<file path="config.mk">
export PLATFORM = sky130hd
export DESIGN_NAME = clock_evidence_age_watchdog_core_flat
export DESIGN_NICKNAME = d
export VERILOG_FILES = /design/src/rtl/cewd_pkg.sv /design/src/rtl/cewd_if.sv /design/src/rtl/cewd_eval.sv /design/src/rtl/clock_evidence_age_watchdog_core.sv /design/src/flat_wrapper.sv
export SDC_FILE = /design/constraint.sdc
export NUM_CORES = 2
export LEC_CHECK = 0
export BUFFER_PORTS_ARGS = -buffer_cell sky130_fd_sc_hd__buf_2
export CAP_MARGIN = 20
export CORE_ASPECT_RATIO = 0.7
export CORE_MARGIN = 5
export CORE_UTILIZATION = 45
export DETAILED_ROUTE_END_ITERATION = 8
export GPL_TIMING_DRIVEN = 0
export HOLD_SLACK_MARGIN = 0.02
export PLACE_DENSITY = 0.61
export REMOVE_ABC_BUFFERS = 1
export SYNTH_ARGS = -nofsm -noshare
export SYNTH_HDL_FRONTEND = slang
export SYNTH_SLANG_ARGS = --single-unit
</file>
<file path="constraint.sdc">
create_clock -name clk -period 16.8 [get_ports clk]
set_clock_uncertainty 0.15 [all_clocks]
set_input_delay 0.84 -clock clk [delete_from_list [all_inputs] [get_ports clk]]
set_output_delay 0.84 -clock clk [all_outputs]
set_load 0.005 [all_outputs]
</file>
<file path="src/rtl/cewd_pkg.sv">
// Shared types, constants and helper functions of the clock evidence age watchdog.
package cewd_pkg;

	localparam int unsigned TIME_W     = 63;
	localparam logic [TIME_W-1:0] MAX63 = '1;

	localparam int unsigned NS_PER_MS  = 1_000_000;
	// 1e6 = 2^6 * 15625: the low six bits are dropped and the rest is divided by 15625.
	localparam int unsigned DIV_SHIFT  = 6;
	localparam int unsigned DIV_CONST  = NS_PER_MS >> DIV_SHIFT;
	localparam int unsigned X_W        = TIME_W - DIV_SHIFT;
	localparam int unsigned REM_W      = 14;
	localparam int unsigned DIGIT_W    = 4;
	localparam int unsigned PART_W     = REM_W + DIGIT_W;
	localparam int unsigned THR_W      = 45;
	localparam int unsigned NUM_W      = 48;
	localparam int unsigned QUO_W      = 32;
	localparam int unsigned DIV_STAGES = NUM_W / (2 * DIGIT_W);

	localparam logic [TIME_W-1:0] RTO_RESET = 63'd1_000_000_000;
	localparam logic [TIME_W-1:0] EL_RESET  = 63'd5_000_000_000;
	localparam logic [TIME_W-1:0] NTO_RESET = 63'd10_000_000_000;

	typedef enum logic [1:0] {
		OP_RECORD = 2'd0,
		OP_QUERY  = 2'd1,
		OP_CHECK  = 2'd2,
		OP_CLEAR  = 2'd3
	} op_t;

	typedef enum logic [1:0] {
		ST_OK      = 2'd0,
		ST_BAD_ARG = 2'd1,
		ST_CFG_BAD = 2'd2
	} status_t;

	typedef enum logic [1:0] {
		EV_NONE     = 2'd0,
		EV_DEGRADED = 2'd1,
		EV_EXPIRED  = 2'd2
	} event_t;

	typedef enum logic [1:0] {
		WM_ZERO = 2'd0,
		WM_CAP  = 2'd1,
		WM_ONE  = 2'd2,
		WM_DIV  = 2'd3
	} wait_mode_t;

	typedef enum logic [1:0] {
		CFG_REPORT_TIMEOUT = 2'd0,
		CFG_EXTRAP_LIMIT   = 2'd1,
		CFG_NAME_TIMEOUT   = 2'd2
	} cfg_idx_t;

	typedef struct packed {
		status_t            status;
		event_t             age_event;
		logic               dl_valid;
		logic [TIME_W-1:0]  dl;
	} res_t;

	typedef struct packed {
		res_t               res;
		wait_mode_t         wmode;
		logic [TIME_W-1:0]  now;
	} eval_t;

	typedef struct packed {
		res_t               res;
		wait_mode_t         wmode;
		logic [30:0]        cap;
		logic [NUM_W-1:0]   num;
		logic [REM_W-1:0]   rem;
		logic [QUO_W-1:0]   quo;
	} div_stage_t;

	typedef struct packed {
		logic [DIGIT_W-1:0] d;
		logic [REM_W-1:0]   rem;
	} digit_t;

	function automatic logic [TIME_W-1:0] sat_add(input logic [TIME_W-1:0] t,
			input logic [TIME_W-1:0] iv);
		logic [TIME_W:0] s;
		s = {1'b0, t} + {1'b0, iv};
		return s[TIME_W] ? MAX63 : s[TIME_W-1:0];
	endfunction

	function automatic logic [TIME_W-1:0] min63(input logic [TIME_W-1:0] a,
			input logic [TIME_W-1:0] b);
		return (a < b) ? a : b;
	endfunction

	// One radix-16 long-division digit by DIV_CONST; the incoming remainder is below DIV_CONST.
	function automatic digit_t div_digit(input logic [REM_W-1:0] rem,
			input logic [DIGIT_W-1:0] nib);
		logic [PART_W-1:0]  part;
		logic [DIGIT_W-1:0] d;
		digit_t             r;
		part = {rem, nib};
		d    = '0;
		for (int k = 1; k < (1 << DIGIT_W); k++) begin
			if (part >= PART_W'(k * DIV_CONST)) d = DIGIT_W'(k);
		end
		r.d   = d;
		r.rem = REM_W'(part - PART_W'(d * DIV_CONST));
		return r;
	endfunction

endpackage

</file>
<file path="src/rtl/cewd_if.sv">
// Command and result channel interfaces of the clock evidence age watchdog.
interface cewd_cmd_if;
	logic               valid;
	logic               ready;
	logic [1:0]         operation;
	logic signed [63:0] report_time_ns;
	logic signed [63:0] name_time_ns;
	logic signed [63:0] now_ns;
	logic signed [31:0] wait_cap_ms;

	modport source (output valid, operation, report_time_ns, name_time_ns, now_ns,
		wait_cap_ms, input ready);
	modport sink (input valid, operation, report_time_ns, name_time_ns, now_ns,
		wait_cap_ms, output ready);
endinterface

interface cewd_rsp_if;
	logic        valid;
	logic        ready;
	logic [1:0]  status;
	logic [30:0] wait_ms;
	logic [1:0]  age_event;
	logic        deadline_valid;
	logic [62:0] deadline_ns;

	modport source (output valid, status, wait_ms, age_event, deadline_valid, deadline_ns,
		input ready);
	modport sink (input valid, status, wait_ms, age_event, deadline_valid, deadline_ns,
		output ready);
endinterface

</file>
<file path="src/rtl/cewd_eval.sv">
// Configuration registers, evidence state and the per-command decision logic.
module cewd_eval (
	input  logic                clk,
	input  logic                arst_n,
	input  logic                write_en,
	input  logic [1:0]          reg_index,
	input  logic [62:0]         write_data,
	input  cewd_pkg::op_t       op,
	input  logic signed [63:0]  report_time_ns,
	input  logic signed [63:0]  name_time_ns,
	input  logic signed [63:0]  now_ns,
	input  logic signed [31:0]  wait_cap_ms,
	input  logic                commit,
	output cewd_pkg::eval_t     result
);
	import cewd_pkg::*;

	logic [TIME_W-1:0] rto_q, el_q, nto_q;
	logic              held_q, degr_q, exp_q;
	logic [TIME_W-1:0] rs_q, ns_q;

	logic              held_d, degr_d, exp_d;
	logic [TIME_W-1:0] rs_d, ns_d;

	logic              ordered, now_neg, cap_bad;
	logic [TIME_W-1:0] now_u;
	logic [TIME_W-1:0] a_rt, a_el, b_nm, m_rt, m_el, cur_dl, rec_a, rec_b;
	logic              cur_dv, late, name_out;

	always_ff @(posedge clk or negedge arst_n) begin
		if (!arst_n) begin
			rto_q <= RTO_RESET;
			el_q  <= EL_RESET;
			nto_q <= NTO_RESET;
		end else if (write_en) begin
			unique case (reg_index)
				CFG_REPORT_TIMEOUT: rto_q <= write_data;
				CFG_EXTRAP_LIMIT:   el_q  <= write_data;
				CFG_NAME_TIMEOUT:   nto_q <= write_data;
				default: ;
			endcase
		end
	end

	always_comb begin
		ordered  = (rto_q != '0) && (el_q > rto_q) && (nto_q != '0);
		now_neg  = now_ns[63];
		now_u    = now_ns[TIME_W-1:0];
		cap_bad  = wait_cap_ms[31] || (wait_cap_ms == '0);

		a_rt     = sat_add(rs_q, rto_q);
		a_el     = sat_add(rs_q, el_q);
		b_nm     = sat_add(ns_q, nto_q);
		m_rt     = min63(a_rt, b_nm);
		m_el     = min63(a_el, b_nm);
		cur_dv   = held_q && !exp_q;
		cur_dl   = degr_q ? m_el : m_rt;
		// Past the minimum of two deadlines means past either one of them.
		late     = cur_dv && ((now_u > (degr_q ? a_el : a_rt)) || (now_u > b_nm));
		name_out = now_u >= b_nm;

		rec_a    = sat_add(report_time_ns[TIME_W-1:0], rto_q);
		rec_b    = sat_add(name_time_ns[TIME_W-1:0], nto_q);

		held_d = held_q;
		degr_d = degr_q;
		exp_d  = exp_q;
		rs_d   = rs_q;
		ns_d   = ns_q;

		result.res.status    = ST_OK;
		result.res.age_event = EV_NONE;
		result.res.dl_valid  = cur_dv;
		result.res.dl        = cur_dv ? cur_dl : '0;
		result.wmode         = WM_ZERO;
		result.now           = now_u;

		if (op != OP_CLEAR && !ordered) begin
			result.res.status = ST_CFG_BAD;
		end else begin
			unique case (op)
				OP_CLEAR: begin
					held_d = 1'b0;
					degr_d = 1'b0;
					exp_d  = 1'b0;
					rs_d   = '0;
					ns_d   = '0;
					result.res.dl_valid = 1'b0;
					result.res.dl       = '0;
				end
				OP_RECORD: begin
					if (report_time_ns[63] || name_time_ns[63]) begin
						result.res.status = ST_BAD_ARG;
					end else begin
						held_d = 1'b1;
						degr_d = 1'b0;
						exp_d  = 1'b0;
						rs_d   = report_time_ns[TIME_W-1:0];
						ns_d   = name_time_ns[TIME_W-1:0];
						result.res.dl_valid = 1'b1;
						result.res.dl       = min63(rec_a, rec_b);
					end
				end
				OP_QUERY: begin
					if (now_neg || cap_bad) result.res.status = ST_BAD_ARG;
					else if (!cur_dv) result.wmode = WM_CAP;
					else if (cur_dl <= now_u) result.wmode = WM_ONE;
					else result.wmode = WM_DIV;
				end
				OP_CHECK: begin
					if (now_neg) begin
						result.res.status = ST_BAD_ARG;
					end else if (late) begin
						if (name_out || degr_q) begin
							exp_d = 1'b1;
							result.res.age_event = EV_EXPIRED;
							result.res.dl_valid  = 1'b0;
							result.res.dl        = '0;
						end else begin
							degr_d = 1'b1;
							result.res.age_event = EV_DEGRADED;
							result.res.dl_valid  = 1'b1;
							result.res.dl        = m_el;
						end
					end
				end
				default: ;
			endcase
		end
	end

	always_ff @(posedge clk or negedge arst_n) begin
		if (!arst_n) begin
			held_q <= 1'b0;
			degr_q <= 1'b0;
			exp_q  <= 1'b0;
			rs_q   <= '0;
			ns_q   <= '0;
		end else if (commit) begin
			held_q <= held_d;
			degr_q <= degr_d;
			exp_q  <= exp_d;
			rs_q   <= rs_d;
			ns_q   <= ns_d;
		end
	end

endmodule

</file>
<file path="src/rtl/clock_evidence_age_watchdog_core.sv">
// Top level of the clock evidence age watchdog: command pipeline and wait divider.
//
// Commands arrive on the cmd channel (valid/ready); each accepted beat gives exactly one
// result beat on rsp, in order. Operations: record evidence, query receive wait, check
// for a degraded or expired transition, clear. The user writes the three timeout registers
// via write_en/reg_index/write_data only while no command is in flight; not enforced here.
//
// One command can be accepted every cycle while rsp does not stall. The evidence state is
// updated when a command leaves the input register, so the next command in the input
// register already sees it. The receive wait in milliseconds comes out of a six-stage
// long divider, two radix-16 digits per stage, which sets the latency; the state update
// in the first stage sets the throughput.
//
// Reset empties the pipeline, clears the evidence state and loads the timeout registers
// with their default values. When rsp stalls, beats collect in the empty stages, and cmd
// ready drops only when every stage holds a beat.
module clock_evidence_age_watchdog_core (
	input  logic              clk,
	input  logic              arst_n,
	input  logic              write_en,
	input  logic [1:0]        reg_index,
	input  logic [62:0]       write_data,
	cewd_cmd_if.sink          cmd,
	cewd_rsp_if.source        rsp
);
	import cewd_pkg::*;

	localparam int unsigned ST_S1   = 0;
	localparam int unsigned ST_S2   = 1;
	localparam int unsigned ST_S3   = 2;
	localparam int unsigned ST_DIG0 = 3;
	localparam int unsigned NSTG    = ST_DIG0 + DIV_STAGES + 1;
	localparam int unsigned ST_OUT  = NSTG - 1;

	logic [NSTG-1:0] vld_q, vld_d, take;
	logic [NSTG:0]   rdy;

	// Stage 1: input register.
	op_t                op_s1;
	logic signed [63:0] rep_s1, nam_s1, now_s1;
	logic signed [31:0] cap_s1;

	// Stage 2: decision made, threshold for the divider bypass.
	res_t               res_s2;
	wait_mode_t         wmode_s2;
	logic [30:0]        cap_s2;
	logic [TIME_W-1:0]  now_s2;
	logic [THR_W-1:0]   thr_s2;

	// Stage 3 and the digit stages.
	div_stage_t         stg_s3, stg_d;
	div_stage_t         dig_s4 [DIV_STAGES];
	res_t               rsp_q;
	logic [30:0]        wait_q;
	logic [30:0]        wait_d;

	eval_t              ev;
	logic [30:0]        cap_m1;
	logic [TIME_W-1:0]  diff_m1;
	logic [X_W-1:0]     x_val;
	logic               big;

	always_comb begin
		rdy[NSTG] = rsp.ready;
		for (int i = NSTG - 1; i >= 0; i--) begin
			rdy[i] = !vld_q[i] || rdy[i+1];
		end
	end

	assign take  = {vld_q[NSTG-2:0], cmd.valid} & rdy[NSTG-1:0];
	assign vld_d = take | (vld_q & ~rdy[NSTG:1]);
	assign cmd.ready = rdy[ST_S1];

	always_ff @(posedge clk or negedge arst_n) begin
		if (!arst_n) begin
			vld_q <= '0;
		end else begin
			vld_q <= vld_d;
		end
	end

	always_ff @(posedge clk) begin
		if (take[ST_S1]) begin
			op_s1  <= op_t'(cmd.operation);
			rep_s1 <= cmd.report_time_ns;
			nam_s1 <= cmd.name_time_ns;
			now_s1 <= cmd.now_ns;
			cap_s1 <= cmd.wait_cap_ms;
		end
	end

	cewd_eval u_eval (
		.clk            (clk),
		.arst_n         (arst_n),
		.write_en       (write_en),
		.reg_index      (reg_index),
		.write_data     (write_data),
		.op             (op_s1),
		.report_time_ns (rep_s1),
		.name_time_ns   (nam_s1),
		.now_ns         (now_s1),
		.wait_cap_ms    (cap_s1),
		.commit         (take[ST_S2]),
		.result         (ev)
	);

	assign cap_m1 = cap_s1[30:0] - 31'd1;

	always_ff @(posedge clk) begin
		if (take[ST_S2]) begin
			res_s2   <= ev.res;
			wmode_s2 <= ev.wmode;
			cap_s2   <= cap_s1[30:0];
			now_s2   <= ev.now;
			thr_s2   <= THR_W'(cap_m1) * THR_W'(DIV_CONST);
		end
	end

	// wait = min(ceil((dl - now) / 1e6), cap); the quotient only matters below cap - 1,
	// which keeps the dividend under THR_W bits.
	always_comb begin
		diff_m1     = res_s2.dl + ~now_s2;
		x_val       = diff_m1[TIME_W-1:DIV_SHIFT];
		big         = x_val >= X_W'(thr_s2);
		stg_d.res   = res_s2;
		stg_d.wmode = (wmode_s2 == WM_DIV && big) ? WM_CAP : wmode_s2;
		stg_d.cap   = cap_s2;
		stg_d.num   = NUM_W'(x_val[THR_W-1:0]);
		stg_d.rem   = '0;
		stg_d.quo   = '0;
	end

	always_ff @(posedge clk) begin
		if (take[ST_S3]) stg_s3 <= stg_d;
	end

	for (genvar k = 0; k < DIV_STAGES; k++) begin : g_dig
		div_stage_t src, nxt;
		digit_t     d_hi, d_lo;

		if (k == 0) begin : g_first
			assign src = stg_s3;
		end else begin : g_rest
			assign src = dig_s4[k-1];
		end

		always_comb begin
			d_hi     = div_digit(src.rem, src.num[NUM_W-1 -: DIGIT_W]);
			d_lo     = div_digit(d_hi.rem, src.num[NUM_W-DIGIT_W-1 -: DIGIT_W]);
			nxt      = src;
			nxt.num  = {src.num[NUM_W-2*DIGIT_W-1:0], (2*DIGIT_W)'(0)};
			nxt.rem  = d_lo.rem;
			nxt.quo  = {src.quo[QUO_W-2*DIGIT_W-1:0], d_hi.d, d_lo.d};
		end

		always_ff @(posedge clk) begin
			if (take[ST_DIG0+k]) dig_s4[k] <= nxt;
		end
	end

	always_comb begin
		case (dig_s4[DIV_STAGES-1].wmode)
			WM_CAP:  wait_d = dig_s4[DIV_STAGES-1].cap;
			WM_ONE:  wait_d = 31'd1;
			WM_DIV:  wait_d = dig_s4[DIV_STAGES-1].quo[30:0] + 31'd1;
			default: wait_d = '0;
		endcase
	end

	always_ff @(posedge clk) begin
		if (take[ST_OUT]) begin
			rsp_q  <= dig_s4[DIV_STAGES-1].res;
			wait_q <= wait_d;
		end
	end

	assign rsp.valid          = vld_q[ST_OUT];
	assign rsp.status         = rsp_q.status;
	assign rsp.wait_ms        = wait_q;
	assign rsp.age_event      = rsp_q.age_event;
	assign rsp.deadline_valid = rsp_q.dl_valid;
	assign rsp.deadline_ns    = rsp_q.dl;

	a_err_clean: assert property (@(posedge clk) disable iff (!arst_n)
		rsp.valid && rsp.status != ST_OK |-> rsp.wait_ms == '0 && rsp.age_event == EV_NONE)
		else $error("error result carries a wait or an event");

	a_no_dl_zero: assert property (@(posedge clk) disable iff (!arst_n)
		rsp.valid && !rsp.deadline_valid |-> rsp.deadline_ns == '0)
		else $error("deadline value without a valid deadline");

	a_exp_no_dl: assert property (@(posedge clk) disable iff (!arst_n)
		rsp.valid && rsp.age_event == EV_EXPIRED |-> !rsp.deadline_valid)
		else $error("expired clock still reports a deadline");

	a_s1_hold: assert property (@(posedge clk) disable iff (!arst_n)
		vld_q[ST_S1] && !rdy[ST_S2] |=> vld_q[ST_S1] && $stable(op_s1) && $stable(now_s1))
		else $error("stalled command lost from the input register");

	a_full_stall: assert property (@(posedge clk) disable iff (!arst_n)
		!cmd.ready |-> (&vld_q) && !rsp.ready)
		else $error("command refused while the pipeline has room");

endmodule
</file>
<file path="src/flat_wrapper.sv">
// flat-port wrapper written by rule: the top's interface ports become plain ports
module clock_evidence_age_watchdog_core_flat import cewd_pkg::*;
  (clk, arst_n, write_en, reg_index, write_data, cmd_valid, cmd_operation, cmd_report_time_ns, cmd_name_time_ns, cmd_now_ns, cmd_wait_cap_ms, cmd_ready, rsp_valid, rsp_status, rsp_wait_ms, rsp_age_event, rsp_deadline_valid, rsp_deadline_ns, rsp_ready);
  cewd_cmd_if cmd_i ();
  cewd_rsp_if rsp_i ();
  input  logic clk;
  input  logic arst_n;
  input  logic write_en;
  input  logic [1:0] reg_index;
  input  logic [62:0] write_data;
  input wire logic [$bits(cmd_i.valid)-1:0] cmd_valid;
  input wire logic [$bits(cmd_i.operation)-1:0] cmd_operation;
  input wire logic [$bits(cmd_i.report_time_ns)-1:0] cmd_report_time_ns;
  input wire logic [$bits(cmd_i.name_time_ns)-1:0] cmd_name_time_ns;
  input wire logic [$bits(cmd_i.now_ns)-1:0] cmd_now_ns;
  input wire logic [$bits(cmd_i.wait_cap_ms)-1:0] cmd_wait_cap_ms;
  output wire logic [$bits(cmd_i.ready)-1:0] cmd_ready;
  output wire logic [$bits(rsp_i.valid)-1:0] rsp_valid;
  output wire logic [$bits(rsp_i.status)-1:0] rsp_status;
  output wire logic [$bits(rsp_i.wait_ms)-1:0] rsp_wait_ms;
  output wire logic [$bits(rsp_i.age_event)-1:0] rsp_age_event;
  output wire logic [$bits(rsp_i.deadline_valid)-1:0] rsp_deadline_valid;
  output wire logic [$bits(rsp_i.deadline_ns)-1:0] rsp_deadline_ns;
  input wire logic [$bits(rsp_i.ready)-1:0] rsp_ready;
  assign cmd_i.valid = cmd_valid;
  assign cmd_i.operation = cmd_operation;
  assign cmd_i.report_time_ns = cmd_report_time_ns;
  assign cmd_i.name_time_ns = cmd_name_time_ns;
  assign cmd_i.now_ns = cmd_now_ns;
  assign cmd_i.wait_cap_ms = cmd_wait_cap_ms;
  assign cmd_ready = cmd_i.ready;
  assign rsp_valid = rsp_i.valid;
  assign rsp_status = rsp_i.status;
  assign rsp_wait_ms = rsp_i.wait_ms;
  assign rsp_age_event = rsp_i.age_event;
  assign rsp_deadline_valid = rsp_i.deadline_valid;
  assign rsp_deadline_ns = rsp_i.deadline_ns;
  assign rsp_i.ready = rsp_ready;
  clock_evidence_age_watchdog_core u_core (.clk(clk), .arst_n(arst_n), .write_en(write_en), .reg_index(reg_index), .write_data(write_data), .cmd(cmd_i), .rsp(rsp_i));
endmodule
</file>
Word level (Yosys, flattened, before mapping)
Memory sizes are Yosys's and may differ from the RTL's.
Cells that the tools add are included.

storage, ports and cells
  memories kept = 1
  bits in registers = 1008
  RAM bits = 1122

memories
  name           words  width  rd ports  clocked after memory_dff  write ports  RTL line                                source
  u_core.dig_s4  6      187    6         0                         6            clock_evidence_age_watchdog_core.sv:52  div_stage_t dig_s4 [DIV_STAGES];

cells by class
  $mul = 13
  bitwise gates (word level) = 10
  order comparisons = 189
  add/sub/neg operators = 20
  muxes and demuxes = 233
  reduce and logical (&&, ||, !) cells = 49
  equality and inequality tests = 15

operator list
  kind                     count
  $ge A18 B18 Y1 const B   77
  $mux W63                 13
  $ge A18 B17 Y1 const B   44
  $ge A18 B16 Y1 const B   22
  $mux W4                  96
  $add A63 B63 Y64         5
  $mux W66                 4
  $pmux W63 S2             2
  $ge A18 B14 Y1 const B   11
  $ge A18 B15 Y1 const B   11
  $pmux W64 S3             1
  $gt A63 B63 Y1           3
  $lt A63 B63 Y1           3
  $mul A4 B14 Y14 const B  12
  $sub A14 B14 Y14         11
  $mux W3                  48
  $ge A1 B18 Y1 const B    7
  $reduce_bool A63 Y1      2
  $pmux W31 S3             1
  $ge A1 B17 Y1 const B    4
  $mux W64                 1
  $add A63 B63 Y63         1
  $ge A63 B63 Y1           1
  $le A63 B63 Y1           1
  other kinds (32)         148

Longest topological paths before layout
An unclocked memory read counts as a cell.

  depth in word-level cells = 37
  gate-level depth with buffers = 44
  depth with buffers taken out = 43

Modules after synthesis
Synthesis repeated with hierarchy kept, for this count alone.

second synthesis, totals
  cells, all modules = 11667
  area, all modules = 121975.7 µm²

by module, submodules not included
  module                            cells each  area each (µm²)  seq. area each (µm²)  instances
  clock_evidence_age_watchdog_core  5408        74591.5          46614.7               1
  cewd_eval                         6259        47384.2          8001.4                1

Worst setup path after synthesis
No wires, ideal clock.

  path type = input-to-reg
  start = in rsp_ready
  end = mem u_core.dig_s4[1][100] (netlist name), enable pin
  slack = 7.494 ns
  stages = 4
  data arrival time = 8.415 ns
  path through = nor2b_1 nand3_1 nor2_1 a31oi_1

RTL lines
  element          RTL line                                source
  start, declared  flat_wrapper.sv:24                      input wire logic [$bits(rsp_i.ready)-1:0] rsp_ready;
  end, declared    clock_evidence_age_watchdog_core.sv:52

Worst setup path in the final report
  start = reg u_core.u_eval.nto_q[0]
  end = reg u_core.wmode_s2[0], data pin

on the way
  longest elaborated chain between the ends = 8

RTL lines
  element                 RTL line                                 source
  start, declared         cewd_eval.sv:18                          logic [TIME_W-1:0] rto_q, el_q, nto_q;
  start signal, assigned  cewd_eval.sv:39                          CFG_NAME_TIMEOUT: nto_q <= write_data;
  $add A63 B63 Y64        cewd_pkg.sv:86                           s = {1'b0, t} + {1'b0, iv};
  $mux W63                cewd_pkg.sv:87                           return s[TIME_W] ? MAX63 : s[TIME_W-1:0];
  $lt A63 B63 Y1          cewd_pkg.sv:92                           return (a < b) ? a : b;
  $mux W63                cewd_pkg.sv:92
  $mux W63                cewd_eval.sv:57                          cur_dl = degr_q ? m_el : m_rt;
  $le A63 B63 Y1          cewd_eval.sv:107                         else if (cur_dl <= now_u) result.wmode = WM_ONE;
  $mux W1                 cewd_eval.sv:107
  $mux W2                 cewd_eval.sv:106                         else if (!cur_dv) result.wmode = WM_CAP;
  end signal, assigned    clock_evidence_age_watchdog_core.sv:112  wmode_s2 <= ev.wmode;
  end, declared           clock_evidence_age_watchdog_core.sv:45   wait_mode_t wmode_s2;

Parallel ways exist; a longest one is shown, timed or not.
A chain may end at the register's enable or synchronous reset.

==> results_dict.tcl <==
set metrics [dict create \
    place_inst 14804 \
    slew-limit-headroom_pct 0.119 \
    fmax_mhz 75.4 \
    clk-insertion-delay-late_ps 900 \
    synth_edf_count 1544 \
    drc 0 \
    syn_area_um2 120000 \
    period_minus_slack_ps 13260 \
    die_width_um 627 \
    dp_hpwl_mm 346 \
    cp-end-kind "register" \
    cp_slowest_cell "a221oi_1" \
    rsz0062_at_grt "false" \
    yosys_warnings 0 \
    portBuffers 396 \
    netlist_instances 11151 \
    min_path_type "primary input to register" \
    grt_max_degree 116 \
    synth_top_area_cell "edfxtp_1" \
    cts_tree "yes" \
    grt_overflow 0 \
    firstDrtPassIters 8 \
    final_cells 15378 \
    status "finished, final reports clean" \
    antenna_found_initial 53 \
    vias 94254 \
    synth.area.top_cells "edfxtp_1, ha_1, dfrtp_1, fa_1, a21oi_1" \
    rows 158 \
    tightest_slew_ps 1500 \
    finalMaxSlewViolations 0 \
    synth-simple-area-share_pct 10.9 \
    path_max_fanout 61 \
    die_h_um 442 \
    initial_core_util_pct 45.2 \
    grt_pass1_vias 87453 \
    postSynthAreaPerCell_um2 10.7 \
    max_cap_violations 0 \
    routed_wl_mm 428 \
    crit_top_cell "a21oi_1" \
    crit_required_ps 17230 \
    postRouteAntennaNets 0 \
    drive_above_1_share_pct 10.0 \
    ios 397 \
    dieArea_um2 277000 \
    area_growth_pct 13.3 \
    tns_ps 0 \
    ys_seq_elements 1872 \
    synth_mux_area_share_pct 2.17 \
    fillers 23580 \
    finalSetupViolCount 0 \
    clk_pin_slew_worst_paths_ps 80 \
    async_flop_share_pct 17.5 \
    gp_congestion 1.03 \
    drtIter0Drc 11726 \
    nNetsFinal 13396 \
    cts_setup_buffers 0 \
    hold_ws_ps 75.2 \
    yosysSeqAreaShare_pct 45.6 \
    core_um2 265000 \
    path_class "register to register" \
    cts_buffers 192 \
    synthXorXnorAreaFrac_pct 3.98 \
    finalHoldViolations 0 \
    period_share_pct 79.0 \
    synth_top_family_by_area "compound AO/OA/AOI/OAI gates" \
    routed_via_density 6.13 \
    htreeDepth 4 \
    arrival_ps 13700 \
    synth_compound_area_share_pct 17.5 \
    ys.flop_type "edfxtp_1" \
    final_area_um2 136000 \
    yosys.area.top_type_share_pct 38.7 \
    grt_pass1_wl_mm 613 \
    synth_common_cells "edfxtp_1, ha_1, inv_1" \
    slowest_delay_ps 1240 \
    post_drt_wl_per_cell_um 27.8 \
    post-synth-top-count-cell "edfxtp_1" \
    root_buffer "clkbuf_16" \
    track_usage_pct 29.9 \
    placed_area_um2 127000 \
    clockBufferDepth 4 \
    start_kind "register" \
    yosysUniqueCellTypes 101 \
    synth_fa_ha_area_share_pct 15.8 \
    cts_sinks 1872 \
]
worst max-delay path: cells and delay by family (launching register included):
family                     cells  cell delay (ps)
AOI/OAI and AO/OA             18             7620
muxes                          2             1130
and+or+nand+nor                4              750
DFF                            1              510
adders and majority gates      4             1410
buffers and inverters          3             1280
layout by cell type, fill, tap and decap left out, drive strengths merged, types with 39 or more instances in the layout:
cell type,netlist,layout
a21boi,50,50
a31oi,104,104
clkbuf,322,238
nand2,806,806
nor3,182,182
o211a,47,47
a22o,129,129
clkinv,3,64
xnor2,335,335
a211o,53,53
o21ai,676,676
nand3,217,217
mux2,152,152
fa,184,184
o211ai,154,154
and2,59,59
nor2,605,605
or2,63,63
edfxtp,1544,1544
dlygate4sd3,0,200
a211oi,102,102
o31ai,66,66
xor2,200,200
or3,76,76
ha,1222,1222
buf,70,536
nand2b,111,111
dfrtp,293,293
a22oi,39,39
a21o,420,420
nor2b,91,91
o21a,133,133
mux2i,88,88
inv,876,893
a21oi,709,709
nand4,198,198
o21bai,85,85
and3,65,65
nor4,92,92
registers in the layout, indices dropped and copies added (netlist names), 32 cells and up:
name and flops:
u_core.now_s1 64, u_core.now_s2 63, u_core.u_eval.nto_q 63, u_core.u_eval.rs_q 63, u_core.thr_s2 45, u_core.res_s2 68, u_core.g_dig.nxt 141, u_core.cap_s1 32
u_core.rep_s1 64, u_core.u_eval.el_q 63, u_core.nam_s1 64, u_core.u_eval.ns_q 63, u_core.rsp.deadline_ns 63, u_core.u_eval.rto_q 63, u_core.dig_s4 864
metrics by stage:
stage	util, %	worst slack (ps)
2_1_floorplan	-	7190
6_report	51.2	3540
4_1_cts	51.2	4100
3_5_place_dp	48.0	4150
3_3_place_gp	47.0	-3770
5_1_grt	51.2	3540
layer usage:
layer  global-route usage, %  share of wire [%]  up-vias
li1                        -                  -    42729
met1                    48.4                 48    46541
met2                    38.3                 38     4472
met3                    8.36                 11      490
met4                    7.70                2.8       22
met5                       0              0.067        -
logic make-up (layout without fill, tap and decap cells):
family / Yosys count / in the layout
DFF: 1872 / 1872
xor gates and xnor gates: 537 / 537
muxes: 240 / 240
and+or+nand+nor: 2689 / 2689
AOI/OAI and AO/OA: 3135 / 3135
adders and majority gates: 1406 / 1406
other: 1 / 18
buffers and inverters: 1271 / 1961
path summary, 6_finish.rpt:
check,start,end,slack [ps],cells past startpoint
hold reg to reg,u_core.dig_s4[5][134]$_DFFE_PP_,u_core.rsp.deadline_ns[15]$_DFFE_PP_,190,0
hold / removal,cmd_now_ns[44],u_core.now_s1[44]$_DFFE_PP_,80,1
setup / recovery,u_core.u_eval.nto_q[0]$_DFFE_PN0P_,u_core.wmode_s2[0]$_SDFFCE_PP0P_,3540,31
min in group asynchronous,arst_n,u_core.u_eval.el_q[59]$_DFFE_PN0P_,240,2
max in group asynchronous,arst_n,u_core.u_eval.nto_q[0]$_DFFE_PN0P_,14260,5
setup reg to reg,u_core.u_eval.nto_q[0]$_DFFE_PN0P_,u_core.wmode_s2[0]$_SDFFCE_PP0P_,3540,31
cell type report:
cell class                      instances  area, um2  share of cell area [%]
Sequential cell                      1872      54600                    40.3
Inverter                              879       3310                    2.44
Multi-Input combinational cell       8008      60600                    44.7
Timing Repair Buffer                  741       6320                    4.66
Clock inverter                        107       1190                   0.880
Antenna cell                           17       42.5                  0.0314
Clock buffer                          234       5140                    3.79
Tap cell                             3520       4400                    3.25
repair_timing:
item / 4_1_cts / 5_1_grt
resized for setup: 0 / 0
hold buffers: 200 / 0
endpoints found under the hold margin: 250 / 0
Power is not shown: default switching activity piles up to over one toggle a cycle in this logic, so the estimate is an artifact.
